## src/design/crng_pkg.sv

```systemverilog
// Shared constants, types and handshake structs for the combined LCG shuffle generator.
// No dependencies; imported by every module of the block.
`timescale 1ns / 1ps
`default_nettype none

package crng_pkg;

    localparam int DATA_W          = 31;
    localparam int TABLE_DEPTH_DEF = 32;

    // Generator moduli, multipliers and Schrage quotients/remainders
    localparam longint MOD_A = 64'd2147483563;
    localparam longint MOD_B = 64'd2147483399;
    localparam longint MUL_A = 64'd40014;
    localparam longint MUL_B = 64'd40692;
    localparam longint QUO_A = 64'd53668;
    localparam longint QUO_B = 64'd52774;
    localparam longint REM_A = 64'd12211;
    localparam longint REM_B = 64'd3791;

    localparam longint WRAP_TOP = MOD_A - 64'd1;

    // Reciprocal division: quotient = (x * REC) >> RECIP_SH, then one correction
    localparam int     RECIP_SH = 47;
    localparam longint REC_A    = (64'd1 << RECIP_SH) / QUO_A;
    localparam longint REC_B    = (64'd1 << RECIP_SH) / QUO_B;

    localparam int K_W   = 64 - RECIP_SH;
    localparam int MUL_W = 16;
    localparam int REM_W = 14;

    typedef enum logic [1:0] {
        OP_STEP_A = 2'd0,
        OP_STEP_B = 2'd1,
        OP_SLOT   = 2'd2
    } op_t;

    typedef struct packed {
        logic              start;
        op_t               op;
        logic [DATA_W-1:0] z;
    } arith_req_t;

    typedef struct packed {
        logic              done;
        logic [DATA_W-1:0] result;
    } arith_rsp_t;

endpackage

`default_nettype wire

```

## src/design/crng_arith.sv

```systemverilog
// Shared multiply unit with a small sequencer: Schrage steps for both generators
// and the table slot division. Depends on crng_pkg.
`timescale 1ns / 1ps
`default_nettype none

module crng_arith #(
    parameter int TABLE_DEPTH = crng_pkg::TABLE_DEPTH_DEF
) (
    input  wire logic                 clk,
    input  wire logic                 rst_n,
    input  wire crng_pkg::arith_req_t req,
    output crng_pkg::arith_rsp_t      rsp
);
    import crng_pkg::*;

    localparam longint SLOT_DIV = 64'd1 + WRAP_TOP / longint'(TABLE_DEPTH);
    localparam longint SLOT_REC = (64'd1 << RECIP_SH) / SLOT_DIV;
    localparam logic [K_W-1:0] SLOT_MAX = K_W'(TABLE_DEPTH - 1);

    typedef enum logic [6:0] {
        AR_IDLE  = 7'b0000001,
        AR_RECIP = 7'b0000010,
        AR_KQ    = 7'b0000100,
        AR_FIX   = 7'b0001000,
        AR_MR    = 7'b0010000,
        AR_KR    = 7'b0100000,
        AR_SUB   = 7'b1000000
    } ar_state_t;

    ar_state_t          state_reg;
    op_t                op_reg;
    logic [DATA_W-1:0]  z_reg;
    logic [63:0]        prod_reg;
    logic [K_W-1:0]     k_reg;
    logic [31:0]        r_reg;
    logic [31:0]        mr_reg;
    logic               done_reg;
    logic [DATA_W-1:0]  result_reg;

    logic [31:0]        rec_c;
    logic [31:0]        div_c;
    logic [MUL_W-1:0]   mul_c;
    logic [REM_W-1:0]   rem_c;
    logic [DATA_W-1:0]  mod_c;
    logic [31:0]        mul_a;
    logic [31:0]        mul_b;
    logic [31:0]        r0;
    logic               r_over;
    logic [K_W-1:0]     k_fix;
    logic [K_W-1:0]     k_sat;
    logic [32:0]        t_raw;
    logic [32:0]        t_fix;

    always_comb
    begin
        case (op_reg)
            OP_STEP_A:
            begin
                rec_c = 32'(REC_A);
                div_c = 32'(QUO_A);
                mul_c = MUL_W'(MUL_A);
                rem_c = REM_W'(REM_A);
                mod_c = DATA_W'(MOD_A);
            end
            OP_STEP_B:
            begin
                rec_c = 32'(REC_B);
                div_c = 32'(QUO_B);
                mul_c = MUL_W'(MUL_B);
                rem_c = REM_W'(REM_B);
                mod_c = DATA_W'(MOD_B);
            end
            default:
            begin
                rec_c = 32'(SLOT_REC);
                div_c = 32'(SLOT_DIV);
                mul_c = '0;
                rem_c = '0;
                mod_c = '0;
            end
        endcase
    end

    always_comb
    begin
        mul_a = '0;
        mul_b = '0;
        unique case (state_reg)
            AR_RECIP:
            begin
                mul_a = {1'b0, z_reg};
                mul_b = rec_c;
            end
            AR_KQ:
            begin
                mul_a = 32'(prod_reg[63:RECIP_SH]);
                mul_b = div_c;
            end
            AR_MR:
            begin
                mul_a = r_reg;
                mul_b = 32'(mul_c);
            end
            AR_KR:
            begin
                mul_a = 32'(k_reg);
                mul_b = 32'(rem_c);
            end
            default:
            begin
            end
        endcase
    end

    assign r0     = {1'b0, z_reg} - prod_reg[31:0];
    assign r_over = (r0 >= div_c);
    assign k_fix  = r_over ? k_reg + K_W'(1) : k_reg;
    assign k_sat  = (k_fix > SLOT_MAX) ? SLOT_MAX : k_fix;
    assign t_raw  = {1'b0, mr_reg} - {1'b0, prod_reg[31:0]};
    assign t_fix  = t_raw[32] ? t_raw + {2'b00, mod_c} : t_raw;

    always_ff @(posedge clk or negedge rst_n)
    begin
        if (!rst_n)
        begin
            state_reg <= AR_IDLE;
            done_reg  <= 1'b0;
        end
        else
        begin
            done_reg <= 1'b0;
            unique case (state_reg)
                AR_IDLE:
                begin
                    if (req.start)
                    begin
                        state_reg <= AR_RECIP;
                    end
                end
                AR_RECIP: state_reg <= AR_KQ;
                AR_KQ:    state_reg <= AR_FIX;
                AR_FIX:
                begin
                    if (op_reg == OP_SLOT)
                    begin
                        state_reg <= AR_IDLE;
                        done_reg  <= 1'b1;
                    end
                    else
                    begin
                        state_reg <= AR_MR;
                    end
                end
                AR_MR:    state_reg <= AR_KR;
                AR_KR:    state_reg <= AR_SUB;
                AR_SUB:
                begin
                    state_reg <= AR_IDLE;
                    done_reg  <= 1'b1;
                end
                default:  state_reg <= AR_IDLE;
            endcase
        end
    end

    always_ff @(posedge clk)
    begin
        prod_reg <= mul_a * mul_b;
        if (state_reg == AR_IDLE && req.start)
        begin
            op_reg <= req.op;
            z_reg  <= req.z;
        end
        if (state_reg == AR_KQ)
        begin
            k_reg <= prod_reg[63:RECIP_SH];
        end
        if (state_reg == AR_FIX)
        begin
            k_reg      <= k_fix;
            r_reg      <= r_over ? r0 - div_c : r0;
            result_reg <= DATA_W'(k_sat);
        end
        if (state_reg == AR_KR)
        begin
            mr_reg <= prod_reg[31:0];
        end
        if (state_reg == AR_SUB)
        begin
            result_reg <= t_fix[DATA_W-1:0];
        end
    end

    assign rsp.done   = done_reg;
    assign rsp.result = result_reg;

endmodule

`default_nettype wire

```

## src/design/crng_table.sv

```systemverilog
// Shuffle table storage: one write port, one registered read port.
// Depends on crng_pkg.
`timescale 1ns / 1ps
`default_nettype none

module crng_table #(
    parameter int TABLE_DEPTH = crng_pkg::TABLE_DEPTH_DEF,
    localparam int SLOT_W = (TABLE_DEPTH > 1) ? $clog2(TABLE_DEPTH) : 1
) (
    input  wire logic                        clk,
    input  wire logic                        wr_en,
    input  wire logic [SLOT_W-1:0]           wr_addr,
    input  wire logic [crng_pkg::DATA_W-1:0] wr_data,
    input  wire logic [SLOT_W-1:0]           rd_addr,
    output logic      [crng_pkg::DATA_W-1:0] rd_data
);
    import crng_pkg::*;

    logic [DATA_W-1:0] mem [TABLE_DEPTH];
    logic [DATA_W-1:0] rd_data_reg;

    always_ff @(posedge clk)
    begin
        if (wr_en)
        begin
            mem[wr_addr] <= wr_data;
        end
        rd_data_reg <= mem[rd_addr];
    end

    assign rd_data = rd_data_reg;

endmodule

`default_nettype wire

```

## src/design/combined_lcg_shuffle_rng_core.sv

```systemverilog
// Combined LCG generator with shuffle table: sequencer, state and output register.
// Uses crng_pkg, crng_arith and crng_table.
//
// Usage: one input beat (mode, seed) yields one output beat (value). mode 0 draws the
// next value; mode 1 loads seed (zero taken as one), rebuilds the shuffle table and
// then draws. The uniform deviate is value / 2147483563.
// Sequence: a draw runs one slot division and then two generator steps (one, then two)
// on the single shared 32x32 multiplier, and combines the result in ST_OUT. A reseed,
// and the first beat after reset, first adds TABLE_DEPTH+8 warm-up steps of generator one.
// Flow: one beat at a time; in_ready is high only while the sequencer is idle, so the
// next draw is accepted only after the previous one has left ST_OUT.
// The finished value sits in an output register, so a new beat is accepted while it
// waits; if the receiver still stalls when the next value is done, the sequencer
// holds it until out_ready.
// Reset: generator one returns to 1 and the table is marked for rebuild; no clearing
// pass is needed, the first beat refills every table entry before any read.
`timescale 1ns / 1ps
`default_nettype none

module combined_lcg_shuffle_rng_core #(
    parameter int TABLE_DEPTH = crng_pkg::TABLE_DEPTH_DEF
) (
    input  wire logic                        clk,
    input  wire logic                        rst_n,
    input  wire logic                        in_valid,
    output logic                             in_ready,
    input  wire logic                        mode,
    input  wire logic [crng_pkg::DATA_W-1:0] seed,
    output logic                             out_valid,
    input  wire logic                        out_ready,
    output logic      [crng_pkg::DATA_W-1:0] value
);
    import crng_pkg::*;

    localparam int SLOT_W = (TABLE_DEPTH > 1) ? $clog2(TABLE_DEPTH) : 1;
    localparam int CNT_W  = $clog2(TABLE_DEPTH + 8);
    localparam logic [CNT_W-1:0] INIT_LAST  = CNT_W'(TABLE_DEPTH + 7);
    localparam logic [CNT_W-1:0] DEPTH_CNT  = CNT_W'(TABLE_DEPTH);

    typedef enum logic [9:0] {
        ST_IDLE      = 10'b0000000001,
        ST_INIT_GO   = 10'b0000000010,
        ST_INIT_WAIT = 10'b0000000100,
        ST_SLOT_GO   = 10'b0000001000,
        ST_SLOT_WAIT = 10'b0000010000,
        ST_A_GO      = 10'b0000100000,
        ST_A_WAIT    = 10'b0001000000,
        ST_B_GO      = 10'b0010000000,
        ST_B_WAIT    = 10'b0100000000,
        ST_OUT       = 10'b1000000000
    } state_t;

    state_t             state_reg;
    logic [DATA_W-1:0]  gen_one_reg;
    logic [DATA_W-1:0]  gen_two_reg;
    logic [DATA_W-1:0]  last_reg;
    logic               needs_init_reg;
    logic [CNT_W-1:0]   cnt_reg;
    logic [SLOT_W-1:0]  slot_reg;
    logic               out_valid_reg;
    logic [DATA_W-1:0]  value_reg;

    arith_req_t         arith_req;
    arith_rsp_t         arith_rsp;

    logic               tbl_wr_en;
    logic [SLOT_W-1:0]  tbl_wr_addr;
    logic [DATA_W-1:0]  tbl_wr_data;
    logic [DATA_W-1:0]  tbl_rd_data;

    logic               accept;
    logic               start_init;
    logic [DATA_W-1:0]  seed_fix;
    logic               out_load;
    logic               init_done;
    logic [32:0]        diff;
    logic [32:0]        mix;
    logic [DATA_W-1:0]  draw_value;

    assign in_ready   = (state_reg == ST_IDLE);
    assign accept     = in_valid && in_ready;
    assign start_init = mode || needs_init_reg;
    assign seed_fix   = (seed == '0) ? DATA_W'(1) : seed;
    assign out_load   = !out_valid_reg || out_ready;
    assign init_done  = (state_reg == ST_INIT_WAIT) && arith_rsp.done;

    assign diff       = {2'b00, tbl_rd_data} - {2'b00, gen_two_reg};
    assign mix        = (diff[32] || diff == '0) ? diff + 33'(WRAP_TOP) : diff;
    assign draw_value = mix[DATA_W-1:0];

    always_comb
    begin
        arith_req.start = 1'b0;
        arith_req.op    = OP_SLOT;
        arith_req.z     = last_reg;
        unique case (state_reg)
            ST_INIT_GO:
            begin
                arith_req.start = 1'b1;
                arith_req.op    = OP_STEP_A;
                arith_req.z     = gen_one_reg;
            end
            ST_SLOT_GO:
            begin
                arith_req.start = 1'b1;
            end
            ST_A_GO:
            begin
                arith_req.start = 1'b1;
                arith_req.op    = OP_STEP_A;
                arith_req.z     = gen_one_reg;
            end
            ST_B_GO:
            begin
                arith_req.start = 1'b1;
                arith_req.op    = OP_STEP_B;
                arith_req.z     = gen_two_reg;
            end
            default:
            begin
            end
        endcase
    end

    always_comb
    begin
        if (state_reg == ST_OUT)
        begin
            tbl_wr_en   = out_load;
            tbl_wr_addr = slot_reg;
            tbl_wr_data = gen_one_reg;
        end
        else
        begin
            tbl_wr_en   = init_done && (cnt_reg < DEPTH_CNT);
            tbl_wr_addr = cnt_reg[SLOT_W-1:0];
            tbl_wr_data = arith_rsp.result;
        end
    end

    crng_arith #(
        .TABLE_DEPTH (TABLE_DEPTH)
    ) u_arith (
        .clk   (clk),
        .rst_n (rst_n),
        .req   (arith_req),
        .rsp   (arith_rsp)
    );

    crng_table #(
        .TABLE_DEPTH (TABLE_DEPTH)
    ) u_table (
        .clk     (clk),
        .wr_en   (tbl_wr_en),
        .wr_addr (tbl_wr_addr),
        .wr_data (tbl_wr_data),
        .rd_addr (slot_reg),
        .rd_data (tbl_rd_data)
    );

    always_ff @(posedge clk or negedge rst_n)
    begin
        if (!rst_n)
        begin
            state_reg      <= ST_IDLE;
            gen_one_reg    <= DATA_W'(1);
            needs_init_reg <= 1'b1;
            cnt_reg        <= '0;
            out_valid_reg  <= 1'b0;
        end
        else
        begin
            if (state_reg == ST_OUT && out_load)
            begin
                out_valid_reg <= 1'b1;
            end
            else if (out_ready)
            begin
                out_valid_reg <= 1'b0;
            end
            unique case (state_reg)
                ST_IDLE:
                begin
                    if (accept)
                    begin
                        cnt_reg <= INIT_LAST;
                        if (mode)
                        begin
                            gen_one_reg <= seed_fix;
                        end
                        state_reg <= start_init ? ST_INIT_GO : ST_SLOT_GO;
                    end
                end
                ST_INIT_GO: state_reg <= ST_INIT_WAIT;
                ST_INIT_WAIT:
                begin
                    if (arith_rsp.done)
                    begin
                        gen_one_reg <= arith_rsp.result;
                        if (cnt_reg == '0)
                        begin
                            needs_init_reg <= 1'b0;
                            state_reg      <= ST_SLOT_GO;
                        end
                        else
                        begin
                            cnt_reg   <= cnt_reg - CNT_W'(1);
                            state_reg <= ST_INIT_GO;
                        end
                    end
                end
                ST_SLOT_GO: state_reg <= ST_SLOT_WAIT;
                ST_SLOT_WAIT:
                begin
                    if (arith_rsp.done)
                    begin
                        state_reg <= ST_A_GO;
                    end
                end
                ST_A_GO: state_reg <= ST_A_WAIT;
                ST_A_WAIT:
                begin
                    if (arith_rsp.done)
                    begin
                        gen_one_reg <= arith_rsp.result;
                        state_reg   <= ST_B_GO;
                    end
                end
                ST_B_GO: state_reg <= ST_B_WAIT;
                ST_B_WAIT:
                begin
                    if (arith_rsp.done)
                    begin
                        state_reg <= ST_OUT;
                    end
                end
                ST_OUT:
                begin
                    if (out_load)
                    begin
                        state_reg <= ST_IDLE;
                    end
                end
                default: state_reg <= ST_IDLE;
            endcase
        end
    end

    always_ff @(posedge clk)
    begin
        if (accept && start_init)
        begin
            gen_two_reg <= mode ? seed_fix : gen_one_reg;
        end
        if (state_reg == ST_B_WAIT && arith_rsp.done)
        begin
            gen_two_reg <= arith_rsp.result;
        end
        if (init_done && cnt_reg == '0)
        begin
            last_reg <= arith_rsp.result;
        end
        if (state_reg == ST_SLOT_WAIT && arith_rsp.done)
        begin
            slot_reg <= arith_rsp.result[SLOT_W-1:0];
        end
        if (state_reg == ST_OUT && out_load)
        begin
            last_reg  <= draw_value;
            value_reg <= draw_value;
        end
    end

    assign out_valid = out_valid_reg;
    assign value     = value_reg;

endmodule

`default_nettype wire

```

## config.mk

```make
export PLATFORM = sky130hd
export DESIGN_NAME = combined_lcg_shuffle_rng_core
export DESIGN_NICKNAME = d
export VERILOG_FILES = /design/src/design/crng_pkg.sv /design/src/design/crng_arith.sv /design/src/design/crng_table.sv /design/src/design/combined_lcg_shuffle_rng_core.sv
export SDC_FILE = /design/constraint.sdc
export NUM_CORES = 2
export LEC_CHECK = 0
export BUFFER_PORTS_ARGS = -buffer_cell sky130_fd_sc_hd__buf_4
export CELL_PAD_IN_SITES_DETAIL_PLACEMENT = 0
export CELL_PAD_IN_SITES_GLOBAL_PLACEMENT = 1
export CORE_MARGIN = 8
export CORE_UTILIZATION = 40
export DETAILED_ROUTE_END_ITERATION = 10
export GPL_TIMING_DRIVEN = 0
export HOLD_SLACK_MARGIN = 0.03
export PLACE_DENSITY = 0.63
export REMOVE_ABC_BUFFERS = 1
export SYNTH_ARGS = -nofsm -noshare
export SYNTH_HDL_FRONTEND = slang
export SYNTH_HIERARCHICAL = 1
export SYNTH_SLANG_ARGS = --single-unit
```

## constraint.sdc

```tcl
create_clock -name clk -period 10.9 [get_ports clk]
set_input_delay 2.18 -clock clk [delete_from_list [all_inputs] [get_ports clk]]
set_output_delay 2.18 -clock clk [all_outputs]
set_load 0.03 [all_outputs]
```

==> summary.txt <==
Layout
  • Max FFs per register: 992
  • Share of cells above drive strength 1: 0.0866
  • Filler cells: 21,400
  • Final core occ: 0.452
  • Nets: 9,520
  • Area delta synth->final: 12.6%

Power
  • Worst IR drop on VDD: 0.150 mV
  • Pint: 10.0 mW
  • PwrDens: 136 nW/um2
  • Reg power frac: 0.443
  • Switch share: 0.297
  • PnR Total Power: 14.3 mW
  • Psw: 4.24 mW
  • Power share of the clock group: 0.350
  • Gate power share: 0.207
  • P_leak: 44.0 nW

Synthesis
  • Number of synthesized register bits: 1,372
  • Post-Synth Simple-Gate Area: 0.0937
  • Main synth FF type: edfxtp_1
  • Compound-gate portion of the synthesized area: 0.0903
  • Largest family of logic cells by synthesized area: adder cells
  • Number of flops mapped to enable cells by yosys: 1,235
  • Ys Warns: 6
  • Cell count after synthesis: 8,129
  • Synthesized cell area: 93,000 um2
  • Avg Inst Size Synth: 11.4 um2
  • Synth unique cells: 111
  • Synth Area in Adders: 0.238
  • Ys async rst share: 0.0415
  • Part of the Yosys area used for sequential elements: 0.431
  • Fraction of synthesized cell area in xor and xnor cells: 0.0201
  • Mux share of post-synthesis cell area: 0.0668

Timing
  • Slew @ Worst Pin: 1360 ps
  • Tmin final: 10,720 ps
  • Final period util: 0.984
  • RSZ-0062 raised after global routing: no
  • Relative slew slack: 0.0940
  • Hold Vio Cnt, Final: 0
  • Final Max Slew Viols: 0
  • Final TNS setup: 0 ps
  • Top achievable clock speed: 0.0932 GHz
  • Final setup vio count: 0
  • Fin Clk Skew: 31.5 ps

Critical path
  • CP Launch Type: register
  • WP data required: 11,620 ps
  • CP arrival: 11,450 ps
  • Critical path's most frequent cell: fa_1
  • Worst Path Max Fanout: 14
  • Slowest-stage cell, CP: and3_1
  • Max stage delay on crit path: 1000 ps
  • Critical path class: reg -> reg
  • Worst setup EP type: register

Run
  • Total of max-cap violations: 0

Clock network
  • CTS sink cnt: 1,372
  • H-tree depth: 4
  • CTS tree: built
  • CTS root buf: clkbuf_16
  • # hold bufs at CTS: 0
  • TritonCTS Buffers: 140
  • Clock latency on the worst-skew pair: 790 ps
  • Bufs on Longest Clock Path: 3
  • Clock slew at reported path FFs: 70 ps

GRT
  • Initial antenna violation count: 4
  • M3 GR Usage: 0.0308
  • Global-route wire length before repair: 434,000 um
  • Largest net degree at the start of global routing: 62
  • M1 GR Usage: 0.284
  • Met2 global-route usage: 0.413
  • Grt total ovfl: 0
  • GR peak layer: met2
  • GRT Total Usage: 0.233
  • Vias in the first global route: 64,600

Die
  • Die ar.: 248,000 um2
  • Die X: 498 um
  • Initial core utilization: 0.401
  • Ports: 69
  • Site row count: 177
  • Core Footprint: 232,000 um2
  • Die height: 498 um

Drt
  • Via density per instance: 5.47
  • Via count: 62,300
  • First-pass DRT Iterations: 6
  • DR WL/cell: 25.9 um
  • 1st-iter DRT viols: 4,464
  • Post-DRT Antenna Nets: 0
  • DRC: 0
  • Total Wirelength: 295,000 um

Placed design
  • Port Buffers: 68
  • RePlAce Congestion: 0.920
  • Post-DP HPWL: 228,000 um

Worst hold path
  • Worst min path class: reg -> reg

Outcome
  • Outcome: complete, no violations
-- worst max-delay path: cells and delay by family, from the launching register on --
| family | cells | cell delay (ps) |
|---|---|---|
| compound gates | 7 | 1870 |
| xor+xnor | 2 | 480 |
| fa+ha+maj | 9 | 3880 |
| buf+inv | 6 | 640 |
| flops | 1 | 530 |
| simple gates | 11 | 3240 |
-- final cells by class --
class | instances | area [um2] | area share
Tap cell | 3043 | 3810 | 0.0364
Inverter | 1077 | 4060 | 0.0387
Clock inverter | 68 | 887 | 0.00847
Sequential cell | 1372 | 40100 | 0.383
Multi-Input combinational cell | 5393 | 48200 | 0.460
Timing Repair inverter | 1 | 7.51 | 0.0000717
Antenna cell | 2 | 5.00 | 0.0000478
Timing Repair Buffer | 233 | 3720 | 0.0355
Clock buffer | 189 | 3910 | 0.0373
-- power groups by stage --
stage	combinational, mW	clock [mW]	sequential [mW]
2_1_floorplan	1.88	0	6.38
3_5_place_dp	2.93	0	6.44
3_3_place_gp	2.84	0	6.46
5_1_grt	3.23	5.29	6.35
4_1_cts	2.95	5.11	6.33
6_report	2.96	4.99	6.33
-- per-layer routing --
layer | up-vias | routed length, um
li1 | 28100 | -
met3 | 555 | 12500
met5 | - | 60
met2 | 1601 | 148000
met1 | 32000 | 118000
met4 | 4 | 15800
-- cell usage in the layout, fill, tap and decap left out, types with 66 or more instances in the layout --
| cell | n |
|---|---|
| clkbuf_16 | 146 |
| nor2_1 | 577 |
| fa_1 | 827 |
| a22o_1 | 77 |
| mux2_2 | 66 |
| xnor2_1 | 140 |
| dfxtp_1 | 80 |
| nand2_1 | 726 |
| ha_1 | 439 |
| edfxtp_1 | 1235 |
| a21o_1 | 109 |
| inv_1 | 1072 |
| a22oi_1 | 147 |
| xor2_1 | 73 |
| a21oi_1 | 406 |
| o21ai_0 | 154 |
| mux2i_1 | 546 |
| nand3_1 | 158 |
| buf_4 | 86 |
| nor3_1 | 84 |
-- cells by family after synthesis --
| logic type | after synthesis |
|---|---|
| flops | 1372 |
| compound gates | 1282 |
| buf+inv | 1422 |
| simple gates | 1956 |
| fa+ha+maj | 1270 |
| other cells | 2 |
| mux | 612 |
| xor+xnor | 213 |
-- cells in the mapped netlist (all sizes together) (147+ instances only) --
master	n	share of area
a21oi	424	0.023
a22oi	147	0.012
clkbuf	242	0.0099
edfxtp	1235	0.40
fa	827	0.18
ha	439	0.059
inv	1076	0.043
mux2i	546	0.059
nand2	737	0.030
nand3	171	0.0093
nor2	629	0.025
o21ai	177	0.0095
-- metrics by stage --
step                instance area, um2  instances  setup slack [ps]  hold WS [ps]
finish                          105000      11400               176           430
global route                    105000      11400              16.5           432
CTS                             105000      11400              22.2           424
detailed placement               99600      11100             -1800           416
global placement                 96000      11000            -14640           421
floorplan                        91700       7842             -6540           408
-- path summary, 6_finish.rpt --
| path | slack [ps] | endpoint | startpoint | cells after the start |
|---|---|---|---|---|
| max | 180 | u_arith/prod_reg[62] | u_arith/state_reg[0] | 35 |
| min | 430 | u_arith/mr_reg[1] | u_arith/prod_reg[1] | 0 |
| max reg2reg | 180 | u_arith/prod_reg[62] | u_arith/state_reg[0] | 35 |
| min reg2reg | 430 | u_arith/mr_reg[1] | u_arith/prod_reg[1] | 0 |
| max in group asynchronous | 8720 | gen_one_reg[24] | rst_n | 1 |
| min in group asynchronous | 1510 | out_valid | rst_n | 1 |
-- repair_timing --
| action | CTS | global route |
|---|---|---|
| gates cloned | 1 | 0 |
| buffers inserted | 14 | 3 |
| pin swaps | 2 | 3 |
| resized for setup | 43 | 16 |
| setup endpoints to repair | 20 | 9 |
(Power assumes the default switching activity.)
